$ cat config.mk
export PLATFORM = sky130hd
export DESIGN_NAME = clr_ctrl
export DESIGN_NICKNAME = d
export VERILOG_FILES = /design/src/design/clr_pkg.sv /design/src/design/clr_ctrl.sv
export SDC_FILE = /design/constraint.sdc
export NUM_CORES = 1
export LEC_CHECK = 0
export BUFFER_PORTS_ARGS = -buffer_cell sky130_fd_sc_hd__buf_2
export CORE_AREA = 2 2 39 41
export CTS_CLUSTER_SIZE = 25
export DETAILED_ROUTE_END_ITERATION = 6
export DIE_AREA = 0 0 41 43
export PLACE_DENSITY_LB_ADDON = 0.25
export SLEW_MARGIN = 0
export SYNTH_ARGS = -nofsm -noshare
export SYNTH_HDL_FRONTEND = slang
export SYNTH_SLANG_ARGS = --single-unit
$ cat constraint.sdc
create_clock -name clk -period 1.4 [get_ports clk]
set_input_delay 0.21 -clock clk [delete_from_list [all_inputs] [get_ports clk]]
set_output_delay 0.21 -clock clk [all_outputs]
set_load 0.005 [all_outputs]
$ cat src/design/clr_pkg.sv
`default_nettype none
// ----------------------------------------------------------------------------
// clr_pkg: shared types and constants of the carrier recovery loop
// Holds the register map, the controller states and commands, and the
// elaboration-time function that builds the sine/cosine octant table.
// ----------------------------------------------------------------------------
package clr_pkg;

    localparam int SAMPLE_WIDTH_DEF      = 16;
    localparam int PHASE_WIDTH_DEF       = 32;
    localparam int SINCOS_TABLE_BITS_DEF = 10;

    localparam int APB_ADDR_W = 4;
    localparam int APB_DATA_W = 32;
    localparam int GAIN_W     = 24;

    localparam logic [1:0] REG_PSK_ORDER = 2'd0;
    localparam logic [1:0] REG_ALPHA     = 2'd1;
    localparam logic [1:0] REG_BETA      = 2'd2;

    localparam logic [1:0] PSK_BPSK = 2'd0;
    localparam logic [1:0] PSK_QPSK = 2'd1;
    localparam logic [1:0] PSK_8PSK = 2'd2;

    localparam logic [1:0]        PSK_ORDER_RST = 2'd1;
    localparam logic [GAIN_W-1:0] ALPHA_RST     = 24'd37497;
    localparam logic [GAIN_W-1:0] BETA_RST      = 24'd265;

    localparam int          COEF_FRAC   = 30;
    localparam logic [63:0] COEF_ONE    = 64'd1 << COEF_FRAC;
    localparam logic [31:0] PI_HALF_Q30 = 32'd1686629713;
    localparam logic [31:0] K8_Q16      = 32'd27146;
    localparam logic [31:0] INV_2PI_Q32 = 32'd683565276;
    localparam int          GAIN_FRAC   = 24;

    typedef struct packed {
        logic [1:0]        psk_order;
        logic [GAIN_W-1:0] alpha_gain;
        logic [GAIN_W-1:0] beta_gain;
    } cfg_t;

    typedef enum logic [3:0] {
        S_IDLE,
        S_ROTA,
        S_ROTB,
        S_SUM,
        S_ERRM,
        S_ERRF,
        S_GAIN,
        S_UPD,
        S_HOLD
    } state_t;

    typedef struct packed {
        logic load;
        logic rot_a;
        logic rot_b;
        logic sum;
        logic err_mul;
        logic err_fin;
        logic gain;
        logic upd;
        logic push;
    } cmd_t;

    typedef struct packed {
        logic out_free;
    } stat_t;

    // Sine and cosine of the octant offset r, both unsigned Q30, packed as
    // {sin, cos}. Evaluated only at elaboration to fill a constant table.
    function automatic logic [61:0] octant_entry(input int unsigned r, input int unsigned tb);
        logic [63:0] x;
        logic [63:0] x2;
        logic [63:0] t;
        logic [63:0] us;
        x  = (64'(r) * 64'(PI_HALF_Q30) + (64'd1 << (tb - 3))) >> (tb - 2);
        x2 = (x * x + (64'd1 << (COEF_FRAC - 1))) >> COEF_FRAC;
        t  = COEF_ONE;
        t  = COEF_ONE - ((x2 * t) >> COEF_FRAC) / 64'd110;
        t  = COEF_ONE - ((x2 * t) >> COEF_FRAC) / 64'd72;
        t  = COEF_ONE - ((x2 * t) >> COEF_FRAC) / 64'd42;
        t  = COEF_ONE - ((x2 * t) >> COEF_FRAC) / 64'd20;
        t  = COEF_ONE - ((x2 * t) >> COEF_FRAC) / 64'd6;
        us = (x * t) >> COEF_FRAC;
        t  = COEF_ONE;
        t  = COEF_ONE - ((x2 * t) >> COEF_FRAC) / 64'd132;
        t  = COEF_ONE - ((x2 * t) >> COEF_FRAC) / 64'd90;
        t  = COEF_ONE - ((x2 * t) >> COEF_FRAC) / 64'd56;
        t  = COEF_ONE - ((x2 * t) >> COEF_FRAC) / 64'd30;
        t  = COEF_ONE - ((x2 * t) >> COEF_FRAC) / 64'd12;
        t  = COEF_ONE - ((x2 * t) >> COEF_FRAC) / 64'd2;
        return {us[30:0], t[30:0]};
    endfunction

endpackage
`default_nettype wire

$ cat src/design/clr_ctrl.sv
`default_nettype none
// ----------------------------------------------------------------------------
// clr_ctrl: sequencing controller
// Steps one sample through rotation, error detection and loop update.
// ----------------------------------------------------------------------------
module clr_ctrl (
    input  wire logic           clk,
    input  wire logic           rst_n,
    input  wire logic           in_valid,
    output logic                in_ready,
    input  wire clr_pkg::stat_t stat,
    output clr_pkg::cmd_t       cmd
);
    import clr_pkg::*;

    state_t state_reg;
    state_t state_next;

    assign in_ready = (state_reg == S_IDLE);

    always_comb
    begin
        state_next = state_reg;
        unique case (state_reg)
            S_IDLE: if (in_valid) state_next = S_ROTA;
            S_ROTA: state_next = S_ROTB;
            S_ROTB: state_next = S_SUM;
            S_SUM:  state_next = S_ERRM;
            S_ERRM: state_next = S_ERRF;
            S_ERRF: state_next = S_GAIN;
            S_GAIN: state_next = S_UPD;
            S_UPD:  state_next = stat.out_free ? S_IDLE : S_HOLD;
            S_HOLD: if (stat.out_free) state_next = S_IDLE;
            default: state_next = S_IDLE;
        endcase
    end

    always_comb
    begin
        cmd = '0;
        unique case (state_reg)
            S_IDLE: cmd.load    = in_valid;
            S_ROTA: cmd.rot_a   = 1'b1;
            S_ROTB: cmd.rot_b   = 1'b1;
            S_SUM:  cmd.sum     = 1'b1;
            S_ERRM: cmd.err_mul = 1'b1;
            S_ERRF: cmd.err_fin = 1'b1;
            S_GAIN: cmd.gain    = 1'b1;
            S_UPD:
            begin
                cmd.upd  = 1'b1;
                cmd.push = stat.out_free;
            end
            S_HOLD: cmd.push = stat.out_free;
            default: cmd = '0;
        endcase
    end

    always_ff @(posedge clk or negedge rst_n)
    begin
        if (!rst_n)
        begin
            state_reg <= S_IDLE;
        end
        else
        begin
            state_reg <= state_next;
        end
    end

endmodule
`default_nettype wire

==> Word-level counts from Yosys, hierarchy flattened <==
Index checks and enable logic that the tools add are counted.
{ "totals": {"out_inout_bits": 10, "mem_count": 0, "elab_cells": 27, "ramBits": 0, "latch_bits": 0, "rom_bits": 0, "ff_bits": 4} }
{ "op_classes": {"addsub": 0, "multipliers": 0, "n_mux": 13, "n_reduce_logical": 3, "eq_ne": 10, "shifts": 0, "magnitude_cmp": 0, "div_mod_pow": 0, "bitwise_logic": 0} }
{ "op_table": {"columns": ["op", "count"], "rows": [
  ["4-bit case mux with 9 select lines", 1],
  ["4-bit by 3-bit equality test with 1-bit output (second input constant)", 4],
  ["4-bit two-way mux", 3],
  ["1-bit two-way mux", 9],
  ["4-bit by 2-bit equality test with 1-bit output (second input constant)", 2],
  ["4-bit by 1-bit equality test with 1-bit output (second input constant)", 1],
  ["4-bit equality test (second input constant)", 1],
  ["4-bit zero test", 1],
  ["2-bit inequality test (second input constant)", 2],
  ["2-bit AND reduction", 1],
  ["2-bit OR reduction", 1]
]} }

==> Depth between registers and ports, before layout <==
Gate-level depths: netlist of run 1.
{ "depth": {"ltp_word": 3, "mapped_depth": 3, "ltp_nobuf": 2} }

==> Least setup slack after synthesis of run 1 <==
Ideal clock, no wire load.
{ "synth_path": {"path_kind": "register to output", "start": "register state_reg[1]", "end": "output cmd[0] in the netlist's numbering", "path_slack_ps": 6, "arrival_ps": 1184, "stages_incl_launch_ff": 4, "t_required_ps": 1190, "cell_sequence": "dfrtp_1 -> buf_6 -> or4b_1 -> a21boi_1"} }
{ "synth_rtl": {"columns": ["element", "line", "source"], "rows": [
  ["start: declaration", "clr_ctrl.sv:16", "state_t state_reg;"],
  ["start signal: assignment", "clr_ctrl.sv:67", "state_reg <= state_next;"],
  ["end: declaration", "clr_ctrl.sv:12", "output clr_pkg::cmd_t cmd"]
]} }

==> reports/qor.txt, run 1 <==
depth of the worst register-to-register path = 4
clock buffer count from CTS = 3
ANT cells = 0
Net Sw Frac = 0.384
Root Buffer = clkbuf_4
DIE HEIGHT = 43 um
Syn Nets = 35
Crit path arrival time = 1.41 ns
Routed Antenna Nets = 0
Final Hold Viols = 0
Hold Path Class = primary input to flip-flop
Clock power frac = 0.144
failing checks = negative setup slack
total number of vias = 305
Die X = 41 um
ys async rst share = 1.00
Placed Cells = 61
Core ar. = 0.00138 sq mm
status = finished, violations left
Largest register FFs = 4
PnR Total Power = 0.00103 W
commonest cells in the netlist = nor3_1, dfrtp_1, a21oi_1
DRC = 0
final setup margin = -0.223 ns
synth-to-layout area growth = 79.2%
CP max FO = 4
Distinct cells, synth = 18
Internal Pwr Total = 0.000637 W
Worst Max-Slew Pin Slew = 0.197 ns
Worst Hold Path EP = state_reg[3]$_DFFE_PN0P_
drt total wl = 735 um
Fin Clk Skew = 0.00945 ns
Clock Sinks = 4
startpoint class of the critical path = flip-flop
hpwl dp = 506 um
dominant cell by count in the synthesized netlist = nor3_1
Starting DRT DRC Count = 2
Power Dens Cells = 2170 mW/mm^2
area of the die = 0.00176 sq mm
Critical Path RT = 1.19 ns
post-DR wirelength/cell = 10.5 um
Max-Slew Margin vs Limit = 0.868
worst flop-to-flop path endpoint = state_reg[1]$_DFFE_PN0P_
min Tclk post-route = 1.62 ns
final setup vio count = 4
R2R setup slack = 0.24 ns
crit path capture type = output pin
CP startpoint = state_reg[0]$_DFFE_PN0P_
hold path cells = 2
Worst-path clk slew = 0.04 ns
port bufs = 13
Max IR drop VDD = 0.826 mV
cell taking the most area after synthesis = dfrtp_1
gr ovfl total = 0
Area contributors post-synth = dfrtp_1, nor3_1, a21oi_1
fin area = 475 sq um
Initial Utilization = 0.192
Comb power frac = 0.659
Peak Freq = 616 MHz
register area share after synthesis = 0.377
Setup CP Type = flip-flop to output pin
first-pass GRT wire length = 1.03 mm
number of synthesized register bits = 4
leakage = 0.247 nW
fraction of layout cells with a size suffix above 1 = 0.593
CTS max path bufs = 2
fin. max-slew vios = 0
switching power = 0.000397 W
placed inst area = 359 sq um
I/O Pins = 14
fin cells = 70
Post-Syn Instances = 31
Routability Congestion = 0.573
Hold Path Origin = stat
YS warnings = 0
Total GRT Usage = 0.0987
mapped cell area = 265 sq um
post-synth top area share = 0.377
Tcrit/Tclk final = 1.16
TritonCTS clock tree = done
Nets = 60
vias per cell = 4.36
total of max-cap violations = 0
origin of the critical flop-to-flop path = state_reg[0]$_DFFE_PN0P_
clk_lat worst skew = 0.24 ns
number of flops mapped to enable cells by yosys = 0
syn_area_per_cell = 8.56 sq um
worst hold slack = 0.124 ns
H-tree depth = 1
vias in the first global route = 237
initial antenna violation count = 0
Flop pwr share = 0.197
Pre-Repair DR Iteration Count = 2
Final Util = 0.344
RSZ-0062 raised after global routing = yes
Most used DFF post-synth = dfrtp_1
largest net degree at the start of global routing = 10
Placement Rows = 14
## worst max-delay path by stage
stage                         to  slack (ns)
final                     cmd[0]       -0.22
after global routing      cmd[0]       -0.27
after CTS                 cmd[0]       -0.23
after detailed placement  cmd[0]       -0.02
after global placement    cmd[0]      -0.006
after floorplan           cmd[0]       0.006
## cells by family after synthesis
family,count (synthesis),synth area share
flops,4,0.377
buf+inv,5,0.123
compound gates,5,0.123
simple gates,17,0.377
## critical path, stage by stage (launching register included)
cell	delay [ns]
dfrtp_1	0.40
or4b_4	0.53
a21boi_1	0.12
buf_2	0.12
## power groups by stage
stage | logic, W | registers [W] | clock network [W]
after floorplan | 0.000339 | 0.000177 | 0
final | 0.000681 | 0.000204 | 0.000149
after CTS | 0.000630 | 0.000204 | 0.000153
after detailed placement | 0.000493 | 0.000203 | 0
after global placement | 0.000493 | 0.000199 | 0
after global routing | 0.000743 | 0.000207 | 0.000167
## stage by stage
step | setup WS [ns] | TNS [ns]
global route | -0.273 | -0.929
floorplan | 0.00567 | 0
finish | -0.223 | -0.514
detailed placement | -0.0237 | -0.0237
CTS | -0.227 | -0.587
global placement | -0.00608 | -0.00608
## area by class of cell
| type | count | area (sq um) |
|---|---|---|
| Clock buffer | 3 | 22.5 |
| Fill cell | 155 | 908 |
| Inverter | 1 | 3.75 |
| Multi-Input combinational cell | 22 | 171 |
| Sequential cell | 4 | 100 |
| Tap cell | 16 | 20.0 |
| Timing Repair Buffer | 24 | 158 |
## layer usage
layer  wire, um  track usage
met5          0            0
met4         19        0.120
met3         36       0.0471
met2        341        0.125
met1        337        0.101
## cells in the final DEF, fill, tap and decap left out
cell           instances
or4b_4                 1
dlygate4sd3_1          1
nand3b_1               1
buf_6                  2
nand2b_4               2
nand4b_1               1
and2_1                 1
nor4_4                 1
buf_4                  8
buf_2                 13
dfrtp_1                4
a21oi_1                3
a21boi_1               1
nor2_1                 2
inv_1                  1
nor3_2                 1
clkbuf_4               3
nor3_1                 5
a21bo_2                1
nand2_1                1
or2b_1                 1
## repair_timing
| item | in CTS | in global routing |
|---|---|---|
| setup endpoints to repair | 7 | 8 |
| pin swaps | 1 | 2 |
| resized for setup | 7 | 1 |
| buffers inserted | 1 | 4 |
| endpoints found under the hold margin | 4 | 0 |
| hold buffers | 1 | 0 |
No activity file was read; power rests on OpenSTA's default activity.
==> inputs of run 2 (changes only) <==
CORE_AREA = 4 4 41 43   (was 2 2 39 41)
DIE_AREA = 0 0 45 47   (was 0 0 41 43)
PLACE_DENSITY = 0.42   (was default)
PLACE_DENSITY_LB_ADDON = default   (was 0.25)
TNS_END_PERCENT = 10   (was default)
==> reports/qor.txt, run 2 (same netlist as run 1, synthesis figures left out) <==
port bufs = 13
Tcrit/Tclk final = 1.13
Routability Congestion = 0.680
total of max-cap violations = 0
fraction of layout cells with a size suffix above 1 = 0.542
min Tclk post-route = 1.59 ns
Final Hold Viols = 0
CTS max path bufs = 2
Max-Slew Margin vs Limit = 0.872
Hold Path Class = primary input to flip-flop
leakage = 0.215 nW
H-tree depth = 1
Die X = 45 um
post-CTS setup buffers = 0
DIE HEIGHT = 47 um
first-pass GRT wire length = 1.17 mm
final setup margin = -0.187 ns
fin area = 424 sq um
Total GRT Usage = 0.0792
hpwl dp = 470 um
clock buffer count from CTS = 3
final setup vio count = 5
TritonCTS clock tree = done
Crit path arrival time = 1.38 ns
area of the die = 0.00212 sq mm
worst hold slack = 0.142 ns
Pre-Repair DR Iteration Count = 4
Worst-path clk slew = 0.04 ns
Worst path slowest cell = or4b_4
Largest register FFs = 4
initial antenna violation count = 0
Nets = 54
DR WL met2 = 284 um
Peak Freq = 630 MHz
RSZ-0062 raised after global routing = yes
M1 WL = 302 um
cells along the critical path = or4b_4 -> a21boi_2 -> buf_2
startpoint class of the critical path = flip-flop
failing checks = negative setup slack
Placement Rows = 13
DP Worst Slack = 0.0260 ns
Fin Clk Skew = 0.00525 ns
Root Buffer = clkbuf_4
Initial Utilization = 0.204
Met3 Wirelength = 50 um
vias per cell = 4.44
drt total wl = 637 um
Routed Antenna Nets = 0
synth-to-layout area growth = 59.9%
CP peak stage delay = 0.53 ns
Crit path max-delay family = simple AND/OR/NAND/NOR gates
gr ovfl total = 0
CP max FO = 2
Setup CP Type = flip-flop to output pin
most common cell after layout, fill and taps aside = buf_2
Max IR drop VDD = 0.640 mV
Core ar. = 0.00130 sq mm
fin. max-slew vios = 0
crit path capture type = output pin
ANT cells = 0
placed inst area = 350 sq um
post-DR wirelength/cell = 10.1 um
DRC = 0
clk_lat worst skew = 0.23 ns
status = finished, violations left
total number of vias = 280
vias in the first global route = 262
largest net degree at the start of global routing = 10
most frequent cells in the layout = buf_2, nor3_1, dfrtp_1
Starting DRT DRC Count = 6
Critical path buffers and inverters = 1
top sig layer = met3
Worst Max-Slew Pin Slew = 0.191 ns
Clock Sinks = 4
I/O Pins = 14
Power Dens Cells = 2150 mW/mm^2
Critical Path RT = 1.19 ns
-- run 2: path summary, 6_finish.rpt --
path / start / end / slack (ns) / cells after the start
min: stat / state_reg[3]$_DFFE_PN0P_ / 0.14 / 2
max in group asynchronous: rst_n / state_reg[3]$_DFFE_PN0P_ / 0.97 / 2
max reg2reg: state_reg[0]$_DFFE_PN0P_ / state_reg[3]$_DFFE_PN0P_ / 0.25 / 2
min in group asynchronous: rst_n / state_reg[0]$_DFFE_PN0P_ / 0.31 / 2
max: state_reg[0]$_DFFE_PN0P_ / cmd[0] / -0.19 / 3
min reg2reg: state_reg[1]$_DFFE_PN0P_ / state_reg[3]$_DFFE_PN0P_ / 0.57 / 2
-- run 2: report_power, final --
part	leakage, nW	internal (W)	total, W	switching [W]
registers	0.0502	0.000166	0.000196	0.0000294
logic	0.151	0.000288	0.000575	0.000287
clock network	0.0138	0.0000957	0.000140	0.0000444
total	0.215	0.000550	0.000911	0.000361
-- run 2: what timing repair did --
item	CTS	global route
hold endpoints to repair	4	0
setup endpoints to repair	7	10
gates cloned	0	0
gates resized for setup	4	3
pin swaps	1	0
hold buffers	1	0
-- run 2: area by class of cell --
class | instances | area [sq um]
repair buffers | 18 | 109
fillers | 146 | 877
multi-input cells | 22 | 170
clock buffers | 3 | 22.5
flip-flops and latches | 4 | 100
inverters | 1 | 3.75
well taps | 15 | 18.8
-- run 2: stage by stage --
stage	utilization	total power, W	TNS (ns)	cells
global placement	0.269	0.000680	0	59
finish	0.326	0.000911	-0.496	63
global route	0.326	0.00100	-1.04	63
CTS	0.314	0.000899	-0.590	63
floorplan	-	0.000516	0	31
detailed placement	0.269	0.000678	0	59
-- run 2: layer usage --
| layer | track usage | vias to the layer above |
|---|---|---|
| li1 | - | 144 |
| met1 | 0.103 | 125 |
| met2 | 0.102 | 11 |
| met3 | 0.0613 | 0 |
| met4 | 0.0175 | 0 |
| met5 | 0 | - |
==> inputs of run 3 (changes only) <==
MAX_ROUTING_LAYER = met4   (was default)
==> reports/qor.txt, run 3 (same netlist as run 1, synthesis figures left out) <==
worst flop-to-flop path endpoint = state_reg[3]$_DFFE_PN0P_
DP Worst Slack = 0.0260 ns
depth of the worst register-to-register path = 2
switching power = 0.000360 W
leakage = 0.215 nW
Net Sw Frac = 0.396
vias per cell = 4.43
gr ovfl total = 0
final setup vio count = 5
Tcrit/Tclk final = 1.13
Initial Utilization = 0.204
Pre-Repair DR Iteration Count = 4
Fin Clk Skew = 0.00607 ns
R2R setup slack = 0.25 ns
synth-to-layout area growth = 59.9%
Largest register FFs = 4
Worst Max-Slew Pin Slew = 0.191 ns
final setup margin = -0.187 ns
Comb power frac = 0.632
min Tclk post-route = 1.59 ns
failing checks = negative setup slack
Nets = 54
Clock power frac = 0.153
Peak Freq = 630 MHz
Max-Slew Margin vs Limit = 0.872
post-DR wirelength/cell = 10.1 um
Crit path arrival time = 1.38 ns
Clock Sinks = 4
Routed Antenna Nets = 0
area of the multi-input gates = 170 sq um
fin cells = 63
H-tree depth = 1
fraction of layout cells with a size suffix above 1 = 0.542
Final Util = 0.326
Root Buffer = clkbuf_4
FF+latch area = 100 sq um
ANT cells = 0
hpwl dp = 470 um
CP max FO = 2
Power Dens Cells = 2150 mW/mm^2
Critical Path RT = 1.19 ns
largest net degree at the start of global routing = 10
startpoint class of the critical path = flip-flop
Routability Congestion = 0.687
Core ar. = 0.00130 sq mm
clk_lat worst skew = 0.23 ns
Final Hold Viols = 0
vias in the first global route = 262
PnR Total Power = 0.000910 W
Starting DRT DRC Count = 2
total number of vias = 279
total of max-cap violations = 0
CP startpoint = state_reg[0]$_DFFE_PN0P_
Placed Cells = 59
CTS max path bufs = 2
RSZ-0062 raised after global routing = yes
crit path capture type = output pin
Hold Path Class = primary input to flip-flop
Worst-path clk slew = 0.04 ns
Die X = 45 um
clock buffer count from CTS = 3
Setup CP Type = flip-flop to output pin
Flop pwr share = 0.215
DIE HEIGHT = 47 um
first-pass GRT wire length = 1.17 mm
I/O Pins = 14
most frequent cells in the layout = buf_2, nor3_1, dfrtp_1
origin of the critical flop-to-flop path = state_reg[0]$_DFFE_PN0P_
drt total wl = 637 um
crit path capture = cmd[0]
TritonCTS clock tree = done
Placement Rows = 13
status = finished, violations left
port bufs = 13
initial antenna violation count = 0
Max IR drop VDD = 0.640 mV
Total GRT Usage = 0.0818
most common cell after layout, fill and taps aside = buf_2
post-CTS setup buffers = 0
fin. max-slew vios = 0
DRC = 0
filler cell count = 146
area of the die = 0.00212 sq mm
Internal Pwr Total = 0.000550 W
==> run 3: cell counts in the layout (fill, tap and decap cells not counted) <==
Identical to the previous run, type by type.
==> run 3: how the worst min path moves through the flow <==
stage               startpoint                        to  slack [ns]  cells past startpoint
floorplan                rst_n  state_reg[0]$_DFFE_PN0P_       -0.09                      0
global placement         rst_n  state_reg[2]$_DFFE_PN0P_        0.02                      1
detailed placement       rst_n  state_reg[2]$_DFFE_PN0P_        0.02                      1
CTS                       stat  state_reg[3]$_DFFE_PN0P_        0.13                      2
global route              stat  state_reg[3]$_DFFE_PN0P_        0.14                      2
finish                    stat  state_reg[3]$_DFFE_PN0P_        0.14                      2
==> run 3: per-layer routing <==
| metal | vias to the layer above | GRT usage | part of all wire |
|---|---|---|---|
| met1 | 124 | 0.106 | 0.48 |
| met5 | - | - | 0 |
| met4 | 0 | 0.0175 | 0 |
| met2 | 11 | 0.102 | 0.45 |
| li1 | 144 | - | - |
| met3 | 0 | 0.0575 | 0.072 |
==> run 3: repair_timing <==
item / in CTS / in global routing
gates resized for setup: 4 / 3
endpoints found under the setup margin: 7 / 10
pin swaps: 1 / 0
hold buffers: 1 / 0
endpoints found under the hold margin: 4 / 0
==> run 3: cell type report <==
class,count,share of cell area
Multi-Input combinational cell,22,0.401
Timing Repair Buffer,18,0.257
Sequential cell,4,0.236
Clock buffer,3,0.0531
Tap cell,15,0.0442
Inverter,1,0.00885
==> run 3: worst max-delay path, cell delays in order, from the launching register on <==
cell	delay, ns
dfrtp_1	0.38
or4b_4	0.53
a21boi_2	0.12
buf_2	0.12
==> run 3: power by group through the flow <==
stage	Sequential, W	Combinational, W	Clock (W)
2_1_floorplan	0.000177	0.000339	0
3_3_place_gp	0.000191	0.000489	0
3_5_place_dp	0.000192	0.000485	0
4_1_cts	0.000194	0.000556	0.000150
5_1_grt	0.000198	0.000643	0.000161
6_report	0.000196	0.000575	0.000139
==> run 3: through the flow <==
stage               hold WS [ns]  setup TNS (ns)  cell area, sq um
finish                     0.143          -0.494               424
global route               0.140           -1.03               424
CTS                        0.129          -0.590               409
detailed placement        0.0175               0               350
global placement          0.0193               0               350
floorplan                -0.0856               0               265
