--- config.mk ---
export PLATFORM = sky130hd
export DESIGN_NAME = clr_regs
export DESIGN_NICKNAME = d
export VERILOG_FILES = /design/src/design/clr_pkg.sv /design/src/design/clr_regs.sv
export SDC_FILE = /design/constraint.sdc
export NUM_CORES = 1
export LEC_CHECK = 0
export BUFFER_PORTS_ARGS = -buffer_cell sky130_fd_sc_hd__buf_2
export CORE_MARGIN = 3
export CORE_UTILIZATION = 45
export DETAILED_ROUTE_END_ITERATION = 10
export PLACE_DENSITY = 0.8
export SETUP_SLACK_MARGIN = 0.1
export SYNTH_ARGS = -nofsm -noshare
export SYNTH_HDL_FRONTEND = slang
export SYNTH_SLANG_ARGS = --single-unit
--- constraint.sdc ---
create_clock -name clk -period 1.7 [get_ports clk]
set_input_delay 0.255 -clock clk [delete_from_list [all_inputs] [get_ports clk]]
set_output_delay 0.255 -clock clk [all_outputs]
set_load 0.01 [all_outputs]
--- src/design/clr_pkg.sv ---
`default_nettype none
// ----------------------------------------------------------------------------
// clr_pkg: shared types and constants of the carrier recovery loop
// Holds the register map, the controller states and commands, and the
// elaboration-time function that builds the sine/cosine octant table.
// ----------------------------------------------------------------------------
package clr_pkg;

    localparam int SAMPLE_WIDTH_DEF      = 16;
    localparam int PHASE_WIDTH_DEF       = 32;
    localparam int SINCOS_TABLE_BITS_DEF = 10;

    localparam int APB_ADDR_W = 4;
    localparam int APB_DATA_W = 32;
    localparam int GAIN_W     = 24;

    localparam logic [1:0] REG_PSK_ORDER = 2'd0;
    localparam logic [1:0] REG_ALPHA     = 2'd1;
    localparam logic [1:0] REG_BETA      = 2'd2;

    localparam logic [1:0] PSK_BPSK = 2'd0;
    localparam logic [1:0] PSK_QPSK = 2'd1;
    localparam logic [1:0] PSK_8PSK = 2'd2;

    localparam logic [1:0]        PSK_ORDER_RST = 2'd1;
    localparam logic [GAIN_W-1:0] ALPHA_RST     = 24'd37497;
    localparam logic [GAIN_W-1:0] BETA_RST      = 24'd265;

    localparam int          COEF_FRAC   = 30;
    localparam logic [63:0] COEF_ONE    = 64'd1 << COEF_FRAC;
    localparam logic [31:0] PI_HALF_Q30 = 32'd1686629713;
    localparam logic [31:0] K8_Q16      = 32'd27146;
    localparam logic [31:0] INV_2PI_Q32 = 32'd683565276;
    localparam int          GAIN_FRAC   = 24;

    typedef struct packed {
        logic [1:0]        psk_order;
        logic [GAIN_W-1:0] alpha_gain;
        logic [GAIN_W-1:0] beta_gain;
    } cfg_t;

    typedef enum logic [3:0] {
        S_IDLE,
        S_ROTA,
        S_ROTB,
        S_SUM,
        S_ERRM,
        S_ERRF,
        S_GAIN,
        S_UPD,
        S_HOLD
    } state_t;

    typedef struct packed {
        logic load;
        logic rot_a;
        logic rot_b;
        logic sum;
        logic err_mul;
        logic err_fin;
        logic gain;
        logic upd;
        logic push;
    } cmd_t;

    typedef struct packed {
        logic out_free;
    } stat_t;

    // Sine and cosine of the octant offset r, both unsigned Q30, packed as
    // {sin, cos}. Evaluated only at elaboration to fill a constant table.
    function automatic logic [61:0] octant_entry(input int unsigned r, input int unsigned tb);
        logic [63:0] x;
        logic [63:0] x2;
        logic [63:0] t;
        logic [63:0] us;
        x  = (64'(r) * 64'(PI_HALF_Q30) + (64'd1 << (tb - 3))) >> (tb - 2);
        x2 = (x * x + (64'd1 << (COEF_FRAC - 1))) >> COEF_FRAC;
        t  = COEF_ONE;
        t  = COEF_ONE - ((x2 * t) >> COEF_FRAC) / 64'd110;
        t  = COEF_ONE - ((x2 * t) >> COEF_FRAC) / 64'd72;
        t  = COEF_ONE - ((x2 * t) >> COEF_FRAC) / 64'd42;
        t  = COEF_ONE - ((x2 * t) >> COEF_FRAC) / 64'd20;
        t  = COEF_ONE - ((x2 * t) >> COEF_FRAC) / 64'd6;
        us = (x * t) >> COEF_FRAC;
        t  = COEF_ONE;
        t  = COEF_ONE - ((x2 * t) >> COEF_FRAC) / 64'd132;
        t  = COEF_ONE - ((x2 * t) >> COEF_FRAC) / 64'd90;
        t  = COEF_ONE - ((x2 * t) >> COEF_FRAC) / 64'd56;
        t  = COEF_ONE - ((x2 * t) >> COEF_FRAC) / 64'd30;
        t  = COEF_ONE - ((x2 * t) >> COEF_FRAC) / 64'd12;
        t  = COEF_ONE - ((x2 * t) >> COEF_FRAC) / 64'd2;
        return {us[30:0], t[30:0]};
    endfunction

endpackage
`default_nettype wire

--- src/design/clr_regs.sv ---
`default_nettype none
// ----------------------------------------------------------------------------
// clr_regs: configuration register file
// APB-style write and read access to the order, proportional and integral
// gain registers.
// ----------------------------------------------------------------------------
module clr_regs (
    input  wire logic                           clk,
    input  wire logic                           rst_n,
    input  wire logic                           psel,
    input  wire logic                           penable,
    input  wire logic                           pwrite,
    input  wire logic [clr_pkg::APB_ADDR_W-1:0] paddr,
    input  wire logic [clr_pkg::APB_DATA_W-1:0] pwdata,
    output logic      [clr_pkg::APB_DATA_W-1:0] prdata,
    output logic                                pready,
    output clr_pkg::cfg_t                       cfg
);
    import clr_pkg::*;

    cfg_t       cfg_reg;
    cfg_t       cfg_next;
    logic [1:0] reg_idx;
    logic       wr_en;

    assign reg_idx = paddr[3:2];
    assign wr_en   = psel && penable && pwrite && pready;
    assign pready  = 1'b1;
    assign cfg     = cfg_reg;

    always_comb
    begin
        cfg_next = cfg_reg;
        if (wr_en)
        begin
            unique case (reg_idx)
                REG_PSK_ORDER: cfg_next.psk_order  = pwdata[1:0];
                REG_ALPHA:     cfg_next.alpha_gain = pwdata[GAIN_W-1:0];
                REG_BETA:      cfg_next.beta_gain  = pwdata[GAIN_W-1:0];
                default:       cfg_next = cfg_reg;
            endcase
        end
    end

    always_comb
    begin
        unique case (reg_idx)
            REG_PSK_ORDER: prdata = {{(APB_DATA_W-2){1'b0}}, cfg_reg.psk_order};
            REG_ALPHA:     prdata = {{(APB_DATA_W-GAIN_W){1'b0}}, cfg_reg.alpha_gain};
            REG_BETA:      prdata = {{(APB_DATA_W-GAIN_W){1'b0}}, cfg_reg.beta_gain};
            default:       prdata = '0;
        endcase
    end

    always_ff @(posedge clk or negedge rst_n)
    begin
        if (!rst_n)
        begin
            cfg_reg.psk_order  <= PSK_ORDER_RST;
            cfg_reg.alpha_gain <= ALPHA_RST;
            cfg_reg.beta_gain  <= BETA_RST;
        end
        else
        begin
            cfg_reg <= cfg_next;
        end
    end

endmodule
`default_nettype wire

Word-level counts from Yosys, hierarchy flattened
Cells that the tools add are included.

storage, ports and cells
  bits in registers = 50
  bits of input ports = 41
  output and inout port bits = 83
  word-level logic and storage cells = 12

cells by class
  equality and inequality tests = 2
  mux-type cells = 1
  reductions and logical operators = 6

operators with widths
  kind                                                                   count
  24-bit one-hot mux with 3 select lines                                 1
  2-bit AND reduction                                                    3
  2-bit by 1-bit equality test with 1-bit output, second input constant  1
  2-bit equality test, second input constant                             1
  1-bit logical AND                                                      2
  2-bit zero test                                                        1

Logic depth before layout (Yosys ltp)
Gate-level depths: netlist of run 1.

  depth in word-level cells = 3
  mapped depth = 6

Least setup slack after synthesis of run 1
No wires, ideal clock.

  kind = input to output
  from = input paddr[2] (netlist bit)
  to = output prdata[10] (netlist bit)
  arrival time = 1180 ps
  path slack = 265 ps
  stages on the path = 5
  cell sequence = buf_4 nor2b_1 clkbuf_1 clkbuf_1 a22o_1

between the ends
  cells in the longest elaborated chain, start to end = 2
  elaborated cells between the ends (all ways) = 4
  those cells by class = 2 x eq/ne; 1 x mux; 1 x reduce/logical

RTL lines
  element                                      RTL line        RTL
  from (decl)                                  clr_regs.sv:13  input wire logic [clr_pkg::APB_ADDR_W-1:0] paddr,
  2-bit equality test (tied with other cells)  clr_regs.sv:47  unique case (reg_idx)
  24-bit one-hot mux with 3 select lines *     clr_regs.sv:47
  to (decl)                                    clr_regs.sv:15  output logic [clr_pkg::APB_DATA_W-1:0] prdata,

Mark *: on every way between the ends. The rest lies on a longest branch, timed or not.

Final worst setup path of run 1
  from = input paddr[2] (netlist bit)
  to = output prdata[14] (netlist bit)

The elaborated chain is that of the path after synthesis.

==> impl_metrics.ini, run 1 <==
[clock_network]
cts_tree = done
clkTransAtPathRegs_ns = 0.10
cts_root_buf = clkbuf_8
clkLatencyLatePin_ns = 0.29
cts.sinks = 50
htree_levels = 2
post-cts-setup-buffer-count = 0
cts_buffers = 5
clockBufferDepth = 2

[timing]
post-route-min-period_ns = 1.52
tightest_slew_ns = 0.597
finalSetupViolations = 0
fin_crit_sh_pct = 89.6
slew_headroom_pct = 60.1
slew_violations = 0
skew_ns = 0
fin_tns_setup_ns = 0
rsz0062_at_grt = yes
max_freq_mhz = 656
hold_violations = 0

[detailed_routing]
ant_nets = 0
vias_per_cell = 5.10
routedWlPerCell_um = 16.2
dr.pass1.iters = 4
drt_iter0_markers = 24
vias = 1682
totalWireLength_um = 5330
drcViolationCount = 0

[worst_setup_path]
r2r-start = cfg[25]$_DFFE_PN0P_
r2r_slack_ns = 0.91
reg2reg_depth = 1
worstPathArrival_ns = 1.27
worstSetupPathType = primary input to primary output
setup.worst_path.start_class = primary input
reg2reg_to = cfg[25]$_DFFE_PN0P_
cp_max_fo = 22
critPathRequiredTime_ns = 1.44
setup.worst_path.end_class = primary output

[power_and_ir_drop]
peakVddDrop_mv = 0.639
clock_power_share_pct = 22.6
p_seq_share_pct = 47.4
p_sw_mw = 1.11
p_leak_nw = 1.61
combPwrFrac_pct = 30.0
power_mw = 3.67
p_sw_share_pct = 30.2
p_per_area_nw_per_um2 = 1200
internal_power_mw = 2.56

[global_routing]
grt_pass1_vias = 1724
grt_util_all_layers_pct = 17.6
grt_pass1_wl_um = 8470
grt-ovfl-total = 0
grt_max_degree = 34
antenna_found_initial = 0

[yosys]
ys.flop_type = dfrtp_1
yosysMostFrequentCell = dfrtp_1
ys_ff_latch = 50
synth_cells = 156
synth-edff-count = 0
synth.cell_area_um2 = 2350
yosysSeqAreaShare_pct = 53.9
yosys-top-cells-count = dfrtp_1, mux2_2, a22o_1
synth.distinct_cells = 18
synth_area_per_cell_um2 = 15.1
synth_top_area_share_pct = 40.4
synth_area_leaders = dfrtp_1, mux2_2, dfstp_2, mux2_4, a22o_1
async_flop_share_pct = 100
ys_warn_count = 0
synth_top_cell_by_area = dfrtp_1

[min_path]
hold_end = cfg[29]$_DFFE_PN1P_
hold_path.class = primary input to flop
holdCritStartpoint = pwdata[5]
whs_path_depth = 2

[layout]
largest_reg_flops = 50
areaGrowthSynthToFinish_pct = 29.8
nets = 303
antenna_cells = 0
layout-drive-gt1-share_pct = 70.3

[placed_design]
gp_congestion = 0.758
numPortBuffers = 104
hpwl_um = 3730

[floorplanning]
die_w_um = 78.3
initial_utilization_pct = 48.2
die_y_um = 78.3
io-pin-count = 124
die_area_um2 = 6130
core_area_um2 = 4880
rows = 25

[status]
outcome = complete, no violations

[flow_run]
max_cap_violations = 0
==> per-stage QoR <==
step	cell area, µm²	setup WS, ns	cells	utilization (%)	hold WS [ns]
detailed placement	2920	-0.189	321	59.9	0.210
finish	3050	0.176	330	62.5	0.192
floorplan	2380	0.265	163	-	-0.0406
global route	3050	0.0803	330	62.5	0.190
global placement	2920	-0.100	321	59.9	0.207
CTS	3050	0.151	330	62.5	0.187
==> power by group through the flow <==
| stage | clock [mW] | combinational (mW) | sequential [mW] |
|---|---|---|---|
| after floorplan | 0 | 0.497 | 1.86 |
| after global placement | 0 | 1.09 | 1.75 |
| after detailed placement | 0 | 1.11 | 1.75 |
| after CTS | 0.852 | 1.12 | 1.74 |
| after global routing | 0.897 | 1.18 | 1.79 |
| final | 0.831 | 1.10 | 1.74 |
==> final cells by class <==
class                      count  area (µm²)
fill                         411        1830
sequential                    50        1270
multi-input combinational     93         967
timing repair buffer         112         621
tap                           67        83.8
clock buffer                   5        68.8
clock inverter                 3        45.0
==> critical path, stage by stage <==
cell and delay (ns):
buf_2 0.09, nor2b_4 0.52, a22o_1 0.26, buf_2 0.13
==> metal layers <==
| layer | up-vias | part of all wire, % | track usage (%) |
|---|---|---|---|
| li1 | 762 | - | - |
| met2 | 60 | 53 | 32.4 |
| met5 | - | 0 | 0 |
| met1 | 855 | 41 | 21.0 |
| met3 | 5 | 5.3 | 3.33 |
| met4 | 0 | 0.71 | 4.37 |
==> worst max path at each step <==
stage          startpoint          to  slack (ns)  cells after the start
3_5_place_dp     paddr[2]  prdata[14]       -0.19                      4
3_3_place_gp     paddr[2]  prdata[14]       -0.10                      4
6_report         paddr[2]  prdata[14]        0.18                      4
5_1_grt          paddr[2]  prdata[14]        0.08                      4
2_1_floorplan    paddr[2]  prdata[10]        0.26                      5
4_1_cts          paddr[2]  prdata[14]        0.15                      4
==> layout by cell type, fill, tap and decap left out, drive strengths merged, types with 5 or more instances in the layout <==
master,n
buf,111
mux2,50
dfrtp,38
a22o,22
dfstp,12
conb,9
clkbuf,5
==> kinds of logic after synthesis <==
family                 after synthesis  share of synthesized area [%]
multiplexers                        52                           28.0
flip-flops                          50                           53.9
AO/OA/AOI/OAI                       24                           8.62
buffers and inverters               20                           6.81
AND/OR/NAND/NOR                      8                           2.39
other                                2                          0.319
==> repair_timing <==
action                                  CTS  global route
hold buffers                              1             0
resized for setup                         1             0
endpoints found under the hold margin    12             0
endpoints found under the setup margin   22             5
(Power assumes the default switching activity.)
==> inputs of run 2 (changes only) <==
--- a/config.mk
+++ b/config.mk
@@ -7,9 +7,9 @@
 export LEC_CHECK = 0
 export BUFFER_PORTS_ARGS = -buffer_cell sky130_fd_sc_hd__buf_2
 export CORE_MARGIN = 3
-export CORE_UTILIZATION = 45
+export CORE_UTILIZATION = 48
 export DETAILED_ROUTE_END_ITERATION = 10
-export PLACE_DENSITY = 0.8
+export PLACE_DENSITY = 0.85
 export SETUP_SLACK_MARGIN = 0.1
 export SYNTH_ARGS = -nofsm -noshare
 export SYNTH_HDL_FRONTEND = slang
==> constraint.sdc (replaced) <==
create_clock -name clk -period 1.9 [get_ports clk]
set_input_delay 0.285 -clock clk [delete_from_list [all_inputs] [get_ports clk]]
set_output_delay 0.285 -clock clk [all_outputs]
set_load 0.01 [all_outputs]
==> impl_metrics.ini, run 2 (synthesis gave the netlist of run 1 again) <==
[clock_network]
clockBufferDepth = 2
htree_levels = 2
clkLatencyLatePin_ns = 0.29
cts.sinks = 50
cts_root_buf = clkbuf_8
post-cts-setup-buffer-count = 0
clkTransAtPathRegs_ns = 0.08
cts_tree = done
cts_buffers = 5

[power_and_ir_drop]
internal_power_mw = 2.19
p_seq_share_pct = 49.4
p_sw_share_pct = 30.2
p_leak_nw = 1.61
combPwrFrac_pct = 31.4
p_per_area_nw_per_um2 = 1040
peakVddDrop_mv = 0.488
p_sw_mw = 0.947
clock_power_share_pct = 19.1

[detailed_routing]
routedWlPerCell_um = 15.6
vias_per_cell = 5.02
dr.pass1.iters = 4
ant_nets = 0
drt_iter0_markers = 46
vias = 1652
drcViolationCount = 0
totalWireLength_um = 5130

[global_routing]
grt_max_degree = 31
grt_pass1_vias = 1774
grt_util_all_layers_pct = 18.3
antenna_found_initial = 0
grt_pass1_wl_um = 8630
grt-ovfl-total = 0

[timing]
rsz0062_at_grt = no
post-route-min-period_ns = 1.62
tightest_slew_ns = 0.552
slew_headroom_pct = 63.1
max_freq_mhz = 615
fin_tns_setup_ns = 0
fin_crit_sh_pct = 85.5
finalSetupViolations = 0
hold_violations = 0
skew_ns = 0
slew_violations = 0

[placed_design]
numPortBuffers = 104
hpwl_um = 3800
gp_congestion = 0.724
post-place-cells = 321
place_area_um2 = 2920

[worst_setup_path]
cp.depth = 7
setup.worst_path.start_class = primary input
worst_path_most_repeated_cell = buf_2
crit_path_top_delay_cell = nor2b_2
worstPathArrival_ns = 1.34
setup.worst_path.end_class = primary output
path_cells = buf_2 -> buf_4 -> nor2b_2 -> buf_12 -> nand2_1 -> o21ai_0 -> buf_2
worstSetupPathType = primary input to primary output
cp_max_fo = 20
max_stage_delay_ns = 0.32
critPathTopFamily = buffers and inverters
reg2reg_depth = 1
worstPathBufferInverterCount = 4
critPathRequiredTime_ns = 1.62

[floorplanning]
core_area_um2 = 4530
rows = 24
die_w_um = 76.0
io-pin-count = 124
initial_utilization_pct = 51.8
die_area_um2 = 5770
die_y_um = 76.0

[min_path]
hold_path.class = primary input to flop
whs_path_depth = 2

[layout]
nets = 305
design_area_um2 = 3020
mostFrequentLayoutCells = buf_2, dfrtp_1, mux2_2
antenna_cells = 0
largest_reg_flops = 50
areaGrowthSynthToFinish_pct = 28.6
layout-drive-gt1-share_pct = 70.1
mostFrequentLayoutCell = buf_2
finish.utilization_pct = 66.7
instances_no_fill = 329

[flow_run]
max_cap_violations = 0

[status]
outcome = complete, no violations
-- run 2: cell types whose count changed in the layout (fill, tap and decap cells not counted) --
cell / before / now
buf_4: 4 / 7
clkinvlp_4: 2 / 0
buf_12: 3 / 2
bufinv_16: 1 / 0
clkbuf_1: 0 / 1
clkbuf_8: 5 / 6
-- run 2: final cells by class --
cell class	count	area, µm²
clock buffer	7	86.3
fill	324	1510
multi-input combinational	93	967
sequential	50	1270
tap	65	81.3
timing repair buffer	114	623
-- run 2: through the flow --
| step | hold WS (ns) | setup WS [ns] | total power, mW |
|---|---|---|---|
| 2_1_floorplan | -0.0106 | 0.405 | 2.11 |
| 3_3_place_gp | 0.267 | 0.101 | 2.52 |
| 3_5_place_dp | 0.274 | 0.0375 | 2.56 |
| 4_1_cts | 0.227 | 0.255 | 3.17 |
| 5_1_grt | 0.223 | 0.183 | 3.32 |
| 6_report | 0.236 | 0.275 | 3.14 |
-- run 2: power groups by stage --
| stage | sequential, mW | clock, mW | combinational, mW |
|---|---|---|---|
| final | 1.55 | 0.600 | 0.987 |
| after global routing | 1.59 | 0.658 | 1.06 |
| after CTS | 1.55 | 0.618 | 1.00 |
| after detailed placement | 1.56 | 0 | 0.996 |
| after global placement | 1.56 | 0 | 0.969 |
| after floorplan | 1.66 | 0 | 0.445 |
-- run 2: worst paths after layout --
check                                 endpoint  slack (ns)                 from
setup / recovery                     prdata[1]        0.28             paddr[3]
hold / removal             cfg[26]$_DFFE_PN0P_        0.24            pwdata[2]
setup reg to reg           cfg[12]$_DFFE_PN0P_        1.10  cfg[12]$_DFFE_PN0P_
hold reg to reg            cfg[10]$_DFFE_PN0P_        0.54  cfg[10]$_DFFE_PN0P_
max in group asynchronous  cfg[24]$_DFFE_PN1P_        0.82                rst_n
min in group asynchronous  cfg[45]$_DFFE_PN0P_        0.49                rst_n
-- run 2: repair_timing --
item / CTS / global route
endpoints found under the hold margin: 13 / 0
hold buffers: 1 / 0
endpoints found under the setup margin: 22 / 0
gates resized for setup: 1 / 0
-- run 2: layer usage --
metal | GRT usage (%) | wire length, µm
met5 | 0 | 0
met4 | 5.07 | 52
met3 | 4.14 | 370
met2 | 32.4 | 2500
met1 | 22.3 | 2210
==> inputs of run 3 (changes only) <==
--- a/config.mk
+++ b/config.mk
@@ -10,7 +10,9 @@
 export CORE_UTILIZATION = 48
 export DETAILED_ROUTE_END_ITERATION = 10
 export PLACE_DENSITY = 0.85
+export REMOVE_ABC_BUFFERS = 1
 export SETUP_SLACK_MARGIN = 0.1
+export SKIP_LAST_GASP = 1
 export SYNTH_ARGS = -nofsm -noshare
 export SYNTH_HDL_FRONTEND = slang
 export SYNTH_SLANG_ARGS = --single-unit
==> impl_metrics.ini, run 3 (synthesis gave the netlist of run 1 again) <==
[status]
outcome = complete, no violations

[detailed_routing]
vias_per_cell = 5.00
wl_met3_um = 425
drt_iter0_markers = 46
wl_met1_um = 2130
ant_nets = 0
routedWlPerCell_um = 15.5
met2WireLength_um = 2450
dr.pass1.iters = 3
vias = 1639
highest_layer = met4
drcViolationCount = 0
totalWireLength_um = 5090

[clock_network]
clkLatencyLatePin_ns = 0.30
post-cts-setup-buffer-count = 0
cts_tree = done
clockBufferDepth = 2
cts_root_buf = clkbuf_8
cts_buffers = 5
cts.sinks = 50
cts.repair.resized = 0
htree_levels = 2
cts_hold_buf = 1
clkTransAtPathRegs_ns = 0.09

[worst_setup_path]
setup.worst_path.start_class = flop
setup.worst_path.end_class = primary output
critPathRequiredTime_ns = 1.62
worstPathArrival_ns = 1.21
worstSetupPathType = flop to primary output
cp_max_fo = 3

[floorplanning]
die_w_um = 76.0
die_y_um = 76.0
io-pin-count = 124
initial_utilization_pct = 51.8
rows = 24
die_area_um2 = 5770
core_area_um2 = 4530

[placed_design]
hpwl_um = 3700
numPortBuffers = 104
post-place-ws_ns = 0.335
post-place-cells = 319
gp_congestion = 0.722

[global_routing]
grt_util_all_layers_pct = 18.7
grt_max_degree = 51
grt-ovfl-total = 0
antenna_found_initial = 0
grt_pass1_wl_um = 8570
grt_pass1_vias = 1659

[layout]
mostFrequentLayoutCell = buf_2
mostFrequentLayoutCells = buf_2, dfrtp_1, mux2_2
largest_reg_flops = 50
areaGrowthSynthToFinish_pct = 27.9
nets = 303
instances_no_fill = 328
layout-drive-gt1-share_pct = 70.3
antenna_cells = 0

[timing]
post-route-min-period_ns = 1.49
worst_slack_ns = 0.407
hold_slack_ns = 0.224
fin_crit_sh_pct = 78.6
skew_ns = 0
rsz0062_at_grt = no
max_freq_mhz = 670
hold_violations = 0
slew_violations = 0
finalSetupViolations = 0

[power_and_ir_drop]
p_per_area_nw_per_um2 = 1040
peakVddDrop_mv = 0.599
power_mw = 3.13
p_leak_nw = 1.60

[min_path]
hold_path.class = primary input to flop

[flow_run]
max_cap_violations = 0
==> run 3: per-stage QoR <==
step,TNS [ns],util [%],cell area (µm²)
after detailed placement,0,64.1,2910
after floorplan,-0.176,-,2220
final,0,66.3,3010
after global placement,0,64.1,2910
after global routing,0,66.3,3010
after CTS,0,66.3,3010
==> run 3: layout make-up <==
type                            count  area, µm²
Sequential cell                    50       1270
Fill cell                         335       1530
Timing Repair Buffer              112        608
Multi-Input combinational cell     93        962
Tap cell                           65       81.3
Clock buffer                        5       68.8
Clock inverter                      3       21.3
==> run 3: worst paths after layout <==
check	from	to	slack [ns]	depth (start not counted)
hold / removal	pwdata[8]	cfg[32]$_DFFE_PN0P_	0.22	2
max in group asynchronous	rst_n	cfg[8]$_DFFE_PN1P_	1.12	3
min in group asynchronous	rst_n	cfg[35]$_DFFE_PN0P_	0.49	3
hold reg to reg	cfg[19]$_DFFE_PN0P_	cfg[19]$_DFFE_PN0P_	0.54	1
setup reg to reg	cfg[25]$_DFFE_PN0P_	cfg[25]$_DFFE_PN0P_	1.10	1
setup / recovery	cfg[48]$_DFFE_PN1P_	prdata[0]	0.41	3
==> run 3: worst max-delay path, cell delays in order, from the launching register on <==
cell and delay (ns):
dfstp_2 0.56, mux2i_1 0.07, o21ai_0 0.13, buf_2 0.15
==> run 3: report_power, final <==
group	internal (mW)	switching, mW
Sequential	1.36	0.191
Combinational	0.542	0.439
Clock	0.259	0.346
==> run 3: routing by layer <==
metal / track usage [%] / up-vias
met5: 0 / -
met4: 7.07 / 0
met3: 6.15 / 8
met2: 31.0 / 80
met1: 22.9 / 790
li1: - / 761
